## config.mk

```make
export PLATFORM = sky130hd
export DESIGN_NAME = neighbor_range_table_aging
export DESIGN_NICKNAME = d
export VERILOG_FILES = /design/src/hw/rtl/nrta_pkg.sv /design/src/hw/rtl/nrta_ram.sv /design/src/hw/rtl/nrta_age_cmp.sv /design/src/hw/rtl/neighbor_range_table_aging.sv
export SDC_FILE = /design/constraint.sdc
export NUM_CORES = 2
export LEC_CHECK = 0
export BUFFER_PORTS_ARGS = -buffer_cell sky130_fd_sc_hd__buf_2
export CAP_MARGIN = 20
export CORE_ASPECT_RATIO = 0.5
export CORE_UTILIZATION = 54
export CTS_CLUSTER_SIZE = 14
export DETAILED_ROUTE_END_ITERATION = 12
export PLACE_DENSITY = 0.75
export SYNTH_ARGS = -nofsm -noshare
export SYNTH_HDL_FRONTEND = slang
export SYNTH_SLANG_ARGS = --single-unit
export TNS_END_PERCENT = 5
```

## constraint.sdc

```tcl
create_clock -name clock -period 11.6 [get_ports clock]
set_clock_uncertainty 0.05 [all_clocks]
set_input_delay 0 -clock clock [delete_from_list [all_inputs] [get_ports clock]]
set_output_delay 0 -clock clock [all_outputs]
set_load 0.01 [all_outputs]
```

## src/hw/rtl/nrta_pkg.sv

```systemverilog
// Shared types and constants for the neighbor range table with aging.
// Holds the request mode codes, stream field widths and the table entry layout.
// No dependencies; imported by every module of the block but nrta_ram.
`default_nettype none

package nrta_pkg;

   // request modes carried on req_tuser
   localparam logic [1:0] MODE_TICK  = 2'd0;
   localparam logic [1:0] MODE_SWEEP = 2'd1;
   localparam logic [1:0] MODE_WRITE = 2'd2;
   localparam logic [1:0] MODE_QUERY = 2'd3;

   localparam int MODE_W    = 2;
   localparam int ID_W      = 8;
   localparam int MM_W      = 20;
   localparam int STAMP_W   = 32;
   localparam int LIMIT_W   = 16;
   localparam int COUNT_W   = 5;
   localparam logic [COUNT_W-1:0] COUNT_MAX = 5'd31;

   // stream widths; the data widths are padded to whole bytes
   localparam int REQ_DATA_W = 88;
   localparam int REQ_USER_W = 2;
   localparam int RSP_DATA_W = 88;
   localparam int RSP_USER_W = 2;

   // one table entry as stored in the entry RAM
   typedef struct packed {
      logic signed [MM_W-1:0] rel_z;
      logic signed [MM_W-1:0] rel_y;
      logic signed [MM_W-1:0] rel_x;
      logic [MM_W-1:0]        range_mm;
      logic [STAMP_W-1:0]     stamp;
   } entry_type;

   localparam int ENTRY_W = $bits(entry_type);

endpackage

`default_nettype wire

```

## src/hw/rtl/nrta_ram.sv

```systemverilog
// Generic single-port RAM with registered read data.
// Used for the neighbor entry storage; no dependencies.
`default_nettype none

module nrta_ram #(
   parameter int WIDTH = 8,
   parameter int DEPTH = 16
) (
   input  wire logic                                          clock,
   input  wire logic                                          we,
   input  wire logic [((DEPTH > 1) ? $clog2(DEPTH) : 1)-1:0]  addr,
   input  wire logic [WIDTH-1:0]                              wdata,
   output logic      [WIDTH-1:0]                              rdata
);

   logic [WIDTH-1:0] mem_ff [DEPTH];
   logic [WIDTH-1:0] rdata_ff;

   // write on request, register the read word every cycle
   always_ff @(posedge clock) begin
      if (we) begin
         mem_ff[addr] <= wdata;
      end
      rdata_ff <= mem_ff[addr];
   end

   assign rdata = rdata_ff;

endmodule

`default_nettype wire

```

## src/hw/rtl/nrta_age_cmp.sv

```systemverilog
// Shared age compare unit: age = now - stamp (modulo 2^32), flag when above limit.
// Depends on nrta_pkg for widths.
`default_nettype none

module nrta_age_cmp (
   input  wire logic [nrta_pkg::STAMP_W-1:0] now_ms,
   input  wire logic [nrta_pkg::STAMP_W-1:0] stamp,
   input  wire logic [nrta_pkg::LIMIT_W-1:0] limit_ms,
   output logic                              expired
);
   import nrta_pkg::*;

   logic [STAMP_W-1:0] age;

   // wrapping subtract, then one wide compare against the zero-extended limit
   always_comb begin
      age     = now_ms - stamp;
      expired = age > {{(STAMP_W-LIMIT_W){1'b0}}, limit_ms};
   end

endmodule

`default_nettype wire

```

## src/hw/rtl/neighbor_range_table_aging.sv

```systemverilog
// Neighbor range table with aging. One item at a time; a result word is held
// in an output register. Tick, write and rejected ids load that register at the
// accept; a query waits in ST_QUERY for the RAM word, and a sweep walks the entry
// RAM through the shared age compare, one entry a cycle, then ends in ST_SWEEP_END.
// A new request is taken only when idle and the output register is free.
// Reset (synchronous) clears valid marks, clock and count; RAM contents are kept.
`default_nettype none

module neighbor_range_table_aging #(
   parameter int TABLE_ENTRIES = 16
) (
   input  wire logic                             clock,
   input  wire logic                             reset,
   // req_tdata: peer_id[7:0], range_mm[27:8], rel_x_mm[47:28],
   //            rel_y_mm[67:48], rel_z_mm[87:68]
   input  wire logic                             req_tvalid,
   output logic                                  req_tready,
   input  wire logic [nrta_pkg::REQ_DATA_W-1:0]  req_tdata,
   // req_tuser: mode[1:0]
   input  wire logic [nrta_pkg::REQ_USER_W-1:0]  req_tuser,
   output logic                                  rsp_tvalid,
   input  wire logic                             rsp_tready,
   // rsp_tdata: out_range_mm[19:0], out_x[39:20], out_y[59:40], out_z[79:60],
   //            live_count[84:80], zero[87:85]
   output logic      [nrta_pkg::RSP_DATA_W-1:0]  rsp_tdata,
   // rsp_tuser: hit[0], bad_id[1]
   output logic      [nrta_pkg::RSP_USER_W-1:0]  rsp_tuser,
   input  wire logic                             csr_valid,
   output logic                                  csr_ready,
   input  wire logic [nrta_pkg::LIMIT_W-1:0]     csr_wdata
);
   import nrta_pkg::*;

   localparam int IDX_W = (TABLE_ENTRIES > 1) ? $clog2(TABLE_ENTRIES) : 1;
   localparam int CNT_W = $clog2(TABLE_ENTRIES + 1);

   localparam logic [1:0] ST_IDLE      = 2'd0;
   localparam logic [1:0] ST_QUERY     = 2'd1;
   localparam logic [1:0] ST_SWEEP     = 2'd2;
   localparam logic [1:0] ST_SWEEP_END = 2'd3;

   // control state
   logic [1:0]               state_ff, state_in;
   logic [STAMP_W-1:0]       clock_ms_ff, clock_ms_in;
   logic [TABLE_ENTRIES-1:0] valid_ff, valid_in;
   logic [COUNT_W-1:0]       total_ff, total_in;
   logic [COUNT_W-1:0]       sweep_cnt_ff, sweep_cnt_in;
   logic [CNT_W-1:0]         issue_ff, issue_in;
   logic                     chk_vld_ff, chk_vld_in;
   logic [IDX_W-1:0]         chk_idx_ff, chk_idx_in;
   logic                     q_hit_ff, q_hit_in;
   logic [LIMIT_W-1:0]       limit_ff;
   logic                     rsp_valid_ff, rsp_valid_in;
   // result payload
   logic [RSP_DATA_W-1:0]    rsp_data_ff, rsp_data_in;
   logic [RSP_USER_W-1:0]    rsp_user_ff, rsp_user_in;

   // request fields
   logic [MODE_W-1:0]        req_mode;
   logic [ID_W-1:0]          req_id;
   logic                     id_ok;
   logic                     req_fire;
   logic                     out_free;

   // RAM and compare unit signals
   logic                     ram_we;
   logic [IDX_W-1:0]         ram_addr;
   entry_type                ram_wdata;
   entry_type                ram_rdata;
   logic                     expired;
   logic                     keep;

   assign req_mode = req_tuser[MODE_W-1:0];
   assign req_id   = req_tdata[ID_W-1:0];
   assign id_ok    = {1'b0, req_id} < (ID_W+1)'(TABLE_ENTRIES);
   assign out_free = !rsp_valid_ff || rsp_tready;
   assign req_tready = (state_ff == ST_IDLE) && out_free;
   assign req_fire   = req_tvalid && req_tready;
   assign csr_ready  = 1'b1;

   // entry word for a write
   always_comb begin
      ram_wdata.stamp    = clock_ms_ff;
      ram_wdata.range_mm = req_tdata[27:8];
      ram_wdata.rel_x    = req_tdata[47:28];
      ram_wdata.rel_y    = req_tdata[67:48];
      ram_wdata.rel_z    = req_tdata[87:68];
   end

   assign ram_we   = req_fire && (req_mode == MODE_WRITE) && id_ok;
   assign ram_addr = (state_ff == ST_SWEEP) ? issue_ff[IDX_W-1:0] : req_id[IDX_W-1:0];

   nrta_ram #(
      .WIDTH (ENTRY_W),
      .DEPTH (TABLE_ENTRIES)
   ) u_ram (
      .clock (clock),
      .we    (ram_we),
      .addr  (ram_addr),
      .wdata (ram_wdata),
      .rdata (ram_rdata)
   );

   nrta_age_cmp u_age (
      .now_ms   (clock_ms_ff),
      .stamp    (ram_rdata.stamp),
      .limit_ms (limit_ff),
      .expired  (expired)
   );

   assign keep = valid_ff[chk_idx_ff] && !expired;

   // sequencer
   always_comb begin
      state_in     = state_ff;
      clock_ms_in  = clock_ms_ff;
      valid_in     = valid_ff;
      total_in     = total_ff;
      sweep_cnt_in = sweep_cnt_ff;
      issue_in     = issue_ff;
      chk_vld_in   = 1'b0;
      chk_idx_in   = chk_idx_ff;
      q_hit_in     = q_hit_ff;
      rsp_valid_in = rsp_valid_ff && !rsp_tready;
      rsp_data_in  = rsp_data_ff;
      rsp_user_in  = rsp_user_ff;

      case (state_ff)
         ST_IDLE: begin
            if (req_fire) begin
               // immediate result unless overridden below
               rsp_valid_in = 1'b1;
               rsp_data_in  = '0;
               rsp_data_in[84:80] = total_ff;
               rsp_user_in  = '0;
               case (req_mode)
                  MODE_TICK: begin
                     clock_ms_in = clock_ms_ff + 1'b1;
                  end
                  MODE_SWEEP: begin
                     rsp_valid_in = 1'b0;
                     issue_in     = '0;
                     sweep_cnt_in = '0;
                     state_in     = ST_SWEEP;
                  end
                  MODE_WRITE: begin
                     if (id_ok) begin
                        valid_in[req_id[IDX_W-1:0]] = 1'b1;
                        rsp_user_in[0] = 1'b1;
                     end else begin
                        rsp_user_in[1] = 1'b1;
                     end
                  end
                  MODE_QUERY: begin
                     if (id_ok) begin
                        rsp_valid_in = 1'b0;
                        q_hit_in     = valid_ff[req_id[IDX_W-1:0]];
                        state_in     = ST_QUERY;
                     end else begin
                        rsp_user_in[1] = 1'b1;
                     end
                  end
                  default: begin
                     rsp_valid_in = 1'b0;
                  end
               endcase
            end
         end
         ST_QUERY: begin
            // RAM word arrived; present it on a hit, zeros on a miss
            if (out_free) begin
               rsp_valid_in = 1'b1;
               rsp_data_in  = '0;
               rsp_data_in[84:80] = total_ff;
               rsp_user_in  = '0;
               if (q_hit_ff) begin
                  rsp_data_in[19:0]  = ram_rdata.range_mm;
                  rsp_data_in[39:20] = ram_rdata.rel_x;
                  rsp_data_in[59:40] = ram_rdata.rel_y;
                  rsp_data_in[79:60] = ram_rdata.rel_z;
                  rsp_user_in[0]     = 1'b1;
               end
               state_in = ST_IDLE;
            end
         end
         ST_SWEEP: begin
            // issue one read per cycle, check the entry read the cycle before
            if (issue_ff != CNT_W'(TABLE_ENTRIES)) begin
               chk_vld_in = 1'b1;
               chk_idx_in = issue_ff[IDX_W-1:0];
               issue_in   = issue_ff + 1'b1;
            end
            if (chk_vld_ff) begin
               if (!keep) begin
                  valid_in[chk_idx_ff] = 1'b0;
               end
               if (keep && (sweep_cnt_ff != COUNT_MAX)) begin
                  sweep_cnt_in = sweep_cnt_ff + 1'b1;
               end
               if (issue_ff == CNT_W'(TABLE_ENTRIES)) begin
                  state_in = ST_SWEEP_END;
               end
            end
         end
         ST_SWEEP_END: begin
            if (out_free) begin
               total_in     = sweep_cnt_ff;
               rsp_valid_in = 1'b1;
               rsp_data_in  = '0;
               rsp_data_in[84:80] = sweep_cnt_ff;
               rsp_user_in  = '0;
               state_in     = ST_IDLE;
            end
         end
         default: begin
            state_in = ST_IDLE;
         end
      endcase
   end

   // control registers
   always_ff @(posedge clock) begin
      if (reset) begin
         state_ff     <= ST_IDLE;
         clock_ms_ff  <= '0;
         valid_ff     <= '0;
         total_ff     <= '0;
         sweep_cnt_ff <= '0;
         issue_ff     <= '0;
         chk_vld_ff   <= 1'b0;
         chk_idx_ff   <= '0;
         q_hit_ff     <= 1'b0;
         limit_ff     <= LIMIT_W'(1000);
         rsp_valid_ff <= 1'b0;
      end else begin
         state_ff     <= state_in;
         clock_ms_ff  <= clock_ms_in;
         valid_ff     <= valid_in;
         total_ff     <= total_in;
         sweep_cnt_ff <= sweep_cnt_in;
         issue_ff     <= issue_in;
         chk_vld_ff   <= chk_vld_in;
         chk_idx_ff   <= chk_idx_in;
         q_hit_ff     <= q_hit_in;
         rsp_valid_ff <= rsp_valid_in;
         if (csr_valid && csr_ready) begin
            limit_ff <= csr_wdata;
         end
      end
   end

   // result payload
   always_ff @(posedge clock) begin
      rsp_data_ff <= rsp_data_in;
      rsp_user_ff <= rsp_user_in;
   end

   assign rsp_tvalid = rsp_valid_ff;
   assign rsp_tdata  = rsp_data_ff;
   assign rsp_tuser  = rsp_user_ff;

endmodule

`default_nettype wire

```

### Yosys cells after proc, flatten, opt, wreduce, memory -nomap -nowiden

Memory sizes are Yosys's and may differ from the RTL's. A register that Yosys moved wholly into a read port is not among the register bits.
Cells that the tools add are included.

* equality and inequality tests: 23
* reductions and logical operators: 29
* $add $sub $neg: 4
* $lt $le $gt $ge: 6
* muxes and demuxes: 49
* bitwise logic cells: 4

Operators with widths (count)
* 88-bit 2-to-1 mux: 3
* 88-bit case mux with 3 select lines: 1
* 16-bit 2-to-1 mux: 5
* 80-bit 2-to-1 mux: 1
* 32-bit by 1-bit adder with 32-bit output, second input constant: 1
* 32-bit by 16-bit > comparator with 1-bit output: 1
* 16-bit case mux with 2 select lines: 1
* 32-bit subtractor: 1
* 5-bit 2-to-1 mux: 5
* 5-bit case mux with 2 select lines: 2
* 16-bit bitwise AND: 1
* 16-bit inverter: 1
* 16-bit bitwise OR: 1
* 1-bit 2-to-1 mux: 14
* 2-bit 2-to-1 mux: 7
* 2-bit by 1-bit != test with 1-bit output, second input constant: 6
* 2-bit != test, second input constant: 6
* 2-bit case mux with 3 select lines: 2
* 4-bit AND reduction: 3
* 6-bit AND reduction: 2
* 5-bit by 1-bit adder with 5-bit output, second input constant: 2
* 4-bit by 5-bit < comparator with 1-bit output, second input constant: 2
* 5-bit != test, second input constant: 2
* 1-bit logical AND: 9
* other kinds (22): 36

* memories: 1
* register bits: 178
* logic and storage cells: 129
* bits in writable memories: 1792

Memory list
* u_ram.mem_ff: words 16, width 112, read ports 1, clocked after memory_dff 1, wr ports 1, line nrta_ram.sv:16 `logic [WIDTH-1:0] mem_ff [DEPTH];`

### Logic depth before layout (Yosys ltp)

* word-level depth: 9
* gate-level depth with buffers: 20

### By module

From an unflattened synthesis, not the netlist that was laid out.

* cell total of the unflattened synthesis: 3885
* area total of the unflattened synthesis: 79216.0 µm²

Modules (own cells, without submodules)
* nrta_ram: area an instance 69484.1 µm², cells each 2866, instances 1, sequential area each 56053.8 µm²
* neighbor_range_table_aging: area an instance 7539.7 µm², cells each 689, instances 1, sequential area each 4374.2 µm²
* nrta_age_cmp: area an instance 2192.1 µm², cells each 330, instances 1, sequential area each 0.0 µm²

### Worst setup path before layout

Ideal clock, no wire load.

* path type: reg2reg
* start: register state_ff[0]
* end: memory u_ram.mem_ff[14][0] (netlist name), enable pin
* library setup time: 0.720 ns
* slack: 1.015 ns
* stages on the path, launching flop included: 11
* buffers on the path: 5
* arrival time: 9.816 ns
* path through: dfxtp_1 -> inv_1 -> ha_1 -> buf_2 -> mux2_2 -> clkbuf_1 -> clkbuf_1 -> buf_1 -> buf_2 -> nand3_1 -> nor3_1

* cells in the longest elaborated chain, start to end: 7
* elaborated cells between the ends (all ways): 9
* classes of those cells: eq/ne: 1; mux: 3; reduce/logical: 5

RTL lines
* start, declared: line neighbor_range_table_aging.sv:43 `logic [1:0] state_ff, state_in;`
* start signal, assigned: line neighbor_range_table_aging.sv:236 `state_ff <= state_in;`
* 2-bit zero test: line neighbor_range_table_aging.sv:77 `assign req_tready = (state_ff == ST_IDLE) && out_free;`
* 1-bit logical AND: line neighbor_range_table_aging.sv:77
* 1-bit logical AND: line neighbor_range_table_aging.sv:78 `assign req_fire = req_tvalid && req_tready;`
* 1-bit logical AND (2 in a row): line neighbor_range_table_aging.sv:90 `assign ram_we = req_fire && (req_mode == MODE_WRITE) && id_ok;`
* 1-bit 2-to-1 mux: line nrta_ram.sv:21 `if (we) begin`
* 1-bit 2-to-1 mux (implied by the code): line nrta_ram.sv:22 `mem_ff[addr] <= wdata;`
* end, declared: line nrta_ram.sv:16

Parallel ways exist; a longest one is shown, timed or not.

### Worst setup path in the final report

* start: register clock_ms_ff[5]
* end: register valid_ff[3]

* cells in the longest elaborated chain, start to end: 6

RTL lines
* start, declared: line neighbor_range_table_aging.sv:44 `logic [STAMP_W-1:0] clock_ms_ff, clock_ms_in;`
* start signal, assigned: line neighbor_range_table_aging.sv:237 `clock_ms_ff <= clock_ms_in;`
* 32-bit subtractor: line nrta_age_cmp.sv:17 `age = now_ms - stamp;`
* 32-bit by 16-bit > comparator with 1-bit output: line nrta_age_cmp.sv:18 `expired = age > {{(STAMP_W-LIMIT_W){1'b0}}, limit_ms};`
* 1-bit zero test: line neighbor_range_table_aging.sv:111 `assign keep = valid_ff[chk_idx_ff] && !expired;`
* 1-bit logical AND: line neighbor_range_table_aging.sv:111
* 2-bit != test (no line)
* 6-bit AND reduction (no line)
* end signal, assigned: line neighbor_range_table_aging.sv:238 `valid_ff <= valid_in;`
* end, declared: line neighbor_range_table_aging.sv:45 `logic [TABLE_ENTRIES-1:0] valid_ff, valid_in;`

Every way passes these cells.
A chain may end at the register's enable or synchronous reset.

==> summary.txt <==
TritonRoute pass-1 iters = 11
Crit-path max cell delay = 760 ps
CP top delay family = compound AO/OA/AOI/OAI gates
Cts bufs inserted = 175
Final WL = 185 mm
Final period util = 53.9%
Critical setup path kind = reg -> reg
CTS sink cnt = 2,079
Worst EP arrival = 6930 ps
Slew @ Worst Pin = 1160 ps
GPL Wtd Cong = 0.829
CP max FO = 21
Nets = 4,723
Setup violations, final = 0
Max VDD drop = 0.165 mV
Routed length per instance = 27.7 um
Die width = 546 um
Initial cell density of the core = 54.7%
GRT Overall Usage = 24.7%
Max Clock Freq = 160 MHz
Final core occ = 61.7%
RSZ-0062 raised after global routing = no
Maxcap violations = 0
First-pass GRT wire length = 271 mm
Initial antenna violation count = 5
Clock tree buffer depth = 3
Die Y-Extent = 274 um
Port Buffer Count = 199
Synthesized flop and latch total = 2,079
Max-slew violations = 0
DRT iter0 DRCs = 4,583
Largest net degree at the start of global routing = 151
Worst-path cell chain = ha_1 > o21ai_0 > a211oi_1 > o21ai_0 > a21oi_1 > nor2b_1 > o21ai_0 > xor2_1 > ha_1 > a21oi_1 > o21ai_0 > a2111oi_0 > a31oi_1 > nor2_1 > nand3_1 > or3_1 > nor4_4 > a211oi_1 > a211oi_1 > dlygate4sd3_1
# rows = 99
CP max stage cell = dfxtp_1
P&R area growth vs syn = 12.8%
Ratio of cells with drive above 1 in the final layout = 20.8%
DR DRC count = 16
Sequential fraction of the synthesis area = 75.5%
Total grt overflow = 0
Vias per cell = 6.28
Routed via count = 41.9k
Gate Count Post-Synth = 4,182
Clk root buf = clkbuf_16
Clock latency at the later pin of the worst-skew pair = 800 ps
CP Launch Type = flop
Remaining antenna violation count = 0
Core Box Area = 146,000 sq um
Status = finished with violations
Fraction of registers with async set/reset = 0%
Hold_ws = 72.2 ps
Post-layout min period = 6250 ps
Worst setup EP type = flop
Static Leakage = 28.7 nW
P per Cell Area = 189 nW/um^2
Failing checks = DRC
Worst min path class = in -> reg
CTS H-tree depth = 4
Slew headroom = 22.4%
Syn Std Cell Area = 80,000 sq um
DP Wirelength = 87.0 mm
Final Total Pwr = 17.0 mW
Vias in the first global route = 42.2k
Die Area = 150,000 sq um
Worst EP required = 12,280 ps
Post_cts resized = 0
Most used DFF post-synth = edfxtp_1
Syn_area_per_cell = 19.1 sq um
Most common cell on crit path = o21ai_0
Count of unique library cells instantiated by Yosys = 84
Final Hold Fails = 0
Crit path buffers/inverters = 1
Setup TNS Final = 0 ps
CTS tree = done
EDFF count, synth = 1,879
Yosys warnings = 0
Number of primary I/O pins = 204
CTS clk-pin slew, worst paths = 60 ps
stage by stage:
stage                     cell area (sq um)  worst slack, ps  instances
after floorplan                       80000             1010       4184
after global placement                83400             5610       6179
after detailed placement              83400             5550       6179
after CTS                             90300             5390       6664
after global routing                  90300             4930       6667
final                                 90300             5350       6669
cells by family after synthesis:
logic type                 share of synthesized area [%]
other                                            0.00938
adders and majority gates                          0.916
AOI/OAI and AO/OA                                   3.74
buffers and inverters                               1.47
muxes                                               13.1
and+or+nand+nor                                     4.76
DFF                                                 75.5
xor gates and xnor gates                           0.471
flip-flops by register name, indices dropped and copies added, names as in the netlist:
name / flops
u_ram.mem_ff: 1792
u_ram.rdata: 112
rsp_tdata: 85
clock_ms_ff: 32
limit_ff: 16
valid_ff: 16
issue_ff: 5
sweep_cnt_ff: 5
total_ff: 5
chk_idx_ff: 4
rsp_tuser: 2
state_ff: 2
chk_vld_ff: 1
q_hit_ff: 1
rsp_tvalid: 1
path summary, 6_finish.rpt:
check	slack (ps)	cells after the start	start	to
hold reg to reg	410	2	total_ff[3]$_SDFFE_PP0P_	total_ff[3]$_SDFFE_PP0P_
setup / recovery	5350	20	clock_ms_ff[5]$_SDFFE_PP0P_	valid_ff[3]$_SDFFE_PP0P_
setup reg to reg	5350	20	clock_ms_ff[5]$_SDFFE_PP0P_	valid_ff[3]$_SDFFE_PP0P_
hold / removal	70	2	req_tdata[85]	u_ram.mem_ff[8][109]$_DFFE_PP_
report_power, final:
group,internal (mW),total (mW),switching (mW),leakage [nW]
Clock,2.96,5.53,2.58,2.54
Combinational,1.13,2.84,1.71,8.25
Sequential,8.54,8.68,0.134,17.9
Total,12.6,17.0,4.42,28.7
area by class of cell:
class,instances,area (sq um)
antenna,4,10.0
clock buffer,289,5010
clock inverter,30,245
fill,9933,56100
inverter,68,255
multi-input combinational,1809,18600
sequential,2079,60400
tap,1969,2460
timing repair buffer,421,3270
layout by cell type, fill, tap and decap left out, types with 15 or more instances in the layout:
cell,netlist,routed
edfxtp_1,1879,1879
mux4_2,457,457
nand2_1,339,339
dfxtp_1,200,199
buf_2,39,199
clkbuf_16,0,177
dlygate4sd3_1,0,166
a211oi_1,126,126
and2_1,116,116
a31oi_1,114,114
clkbuf_1,140,96
and3_1,92,92
nor2_1,91,83
a21oi_1,80,79
inv_1,68,68
ha_1,57,56
o21ai_0,42,41
buf_4,5,41
xor2_1,28,28
nand3_1,23,23
nor3_1,27,19
nand4_1,17,17
mux2i_1,16,16
clkbuf_8,0,16
xnor2_1,15,15
or3_1,15,15
repair_timing:
| item | in CTS | in global routing |
|---|---|---|
| hold endpoints to repair | 1379 | 0 |
| setup buffers | 0 | 0 |
| hold buffers | 166 | 0 |
Yosys cell counts (all sizes together), types with 2 or more instances:
cell type / n / area (sq um)
mux2i: 16 / 160
a22o: 6 / 52.6
o21bai: 6 / 45.0
o21a: 4 / 31.3
conb: 2 / 7.51
nor2b: 7 / 43.8
o31ai: 2 / 15.0
nor4: 9 / 83.8
nand2: 340 / 1280
inv: 68 / 255
o22ai: 5 / 31.3
a211oi: 127 / 958
nand4: 17 / 106
or2: 3 / 18.8
dfxtp: 200 / 4000
mux2: 5 / 56.3
or3: 17 / 116
nand3: 23 / 115
a221o: 2 / 20.0
and2: 117 / 732
o2111ai: 2 / 17.5
a221oi: 3 / 26.3
o21ai: 51 / 259
nor2: 91 / 342
buf: 88 / 398
nor3: 30 / 171
edfxtp: 1879 / 56400
nor3b: 6 / 45.0
a311oi: 2 / 23.8
xnor2: 15 / 131
a31oi: 114 / 713
a21boi: 4 / 30.0
ha: 57 / 713
nand2b: 14 / 87.6
clkbuf: 140 / 526
mux4: 457 / 10300
xor2: 28 / 245
and3: 92 / 576
a21oi: 83 / 427
and4: 2 / 17.5
o211ai: 14 / 120
a21o: 10 / 75.1
or3b: 2 / 17.5
routing by layer:
layer / GRT usage [%] / up-vias / wire, um
li1: - / 17600 / -
met1: 34.7 / 21900 / 74600
met2: 40.1 / 2155 / 89500
met3: 3.99 / 306 / 15700
met4: 7.96 / 6 / 4720
met5: 0 / - / 43
No activity file was read; power rests on OpenSTA's default activity.
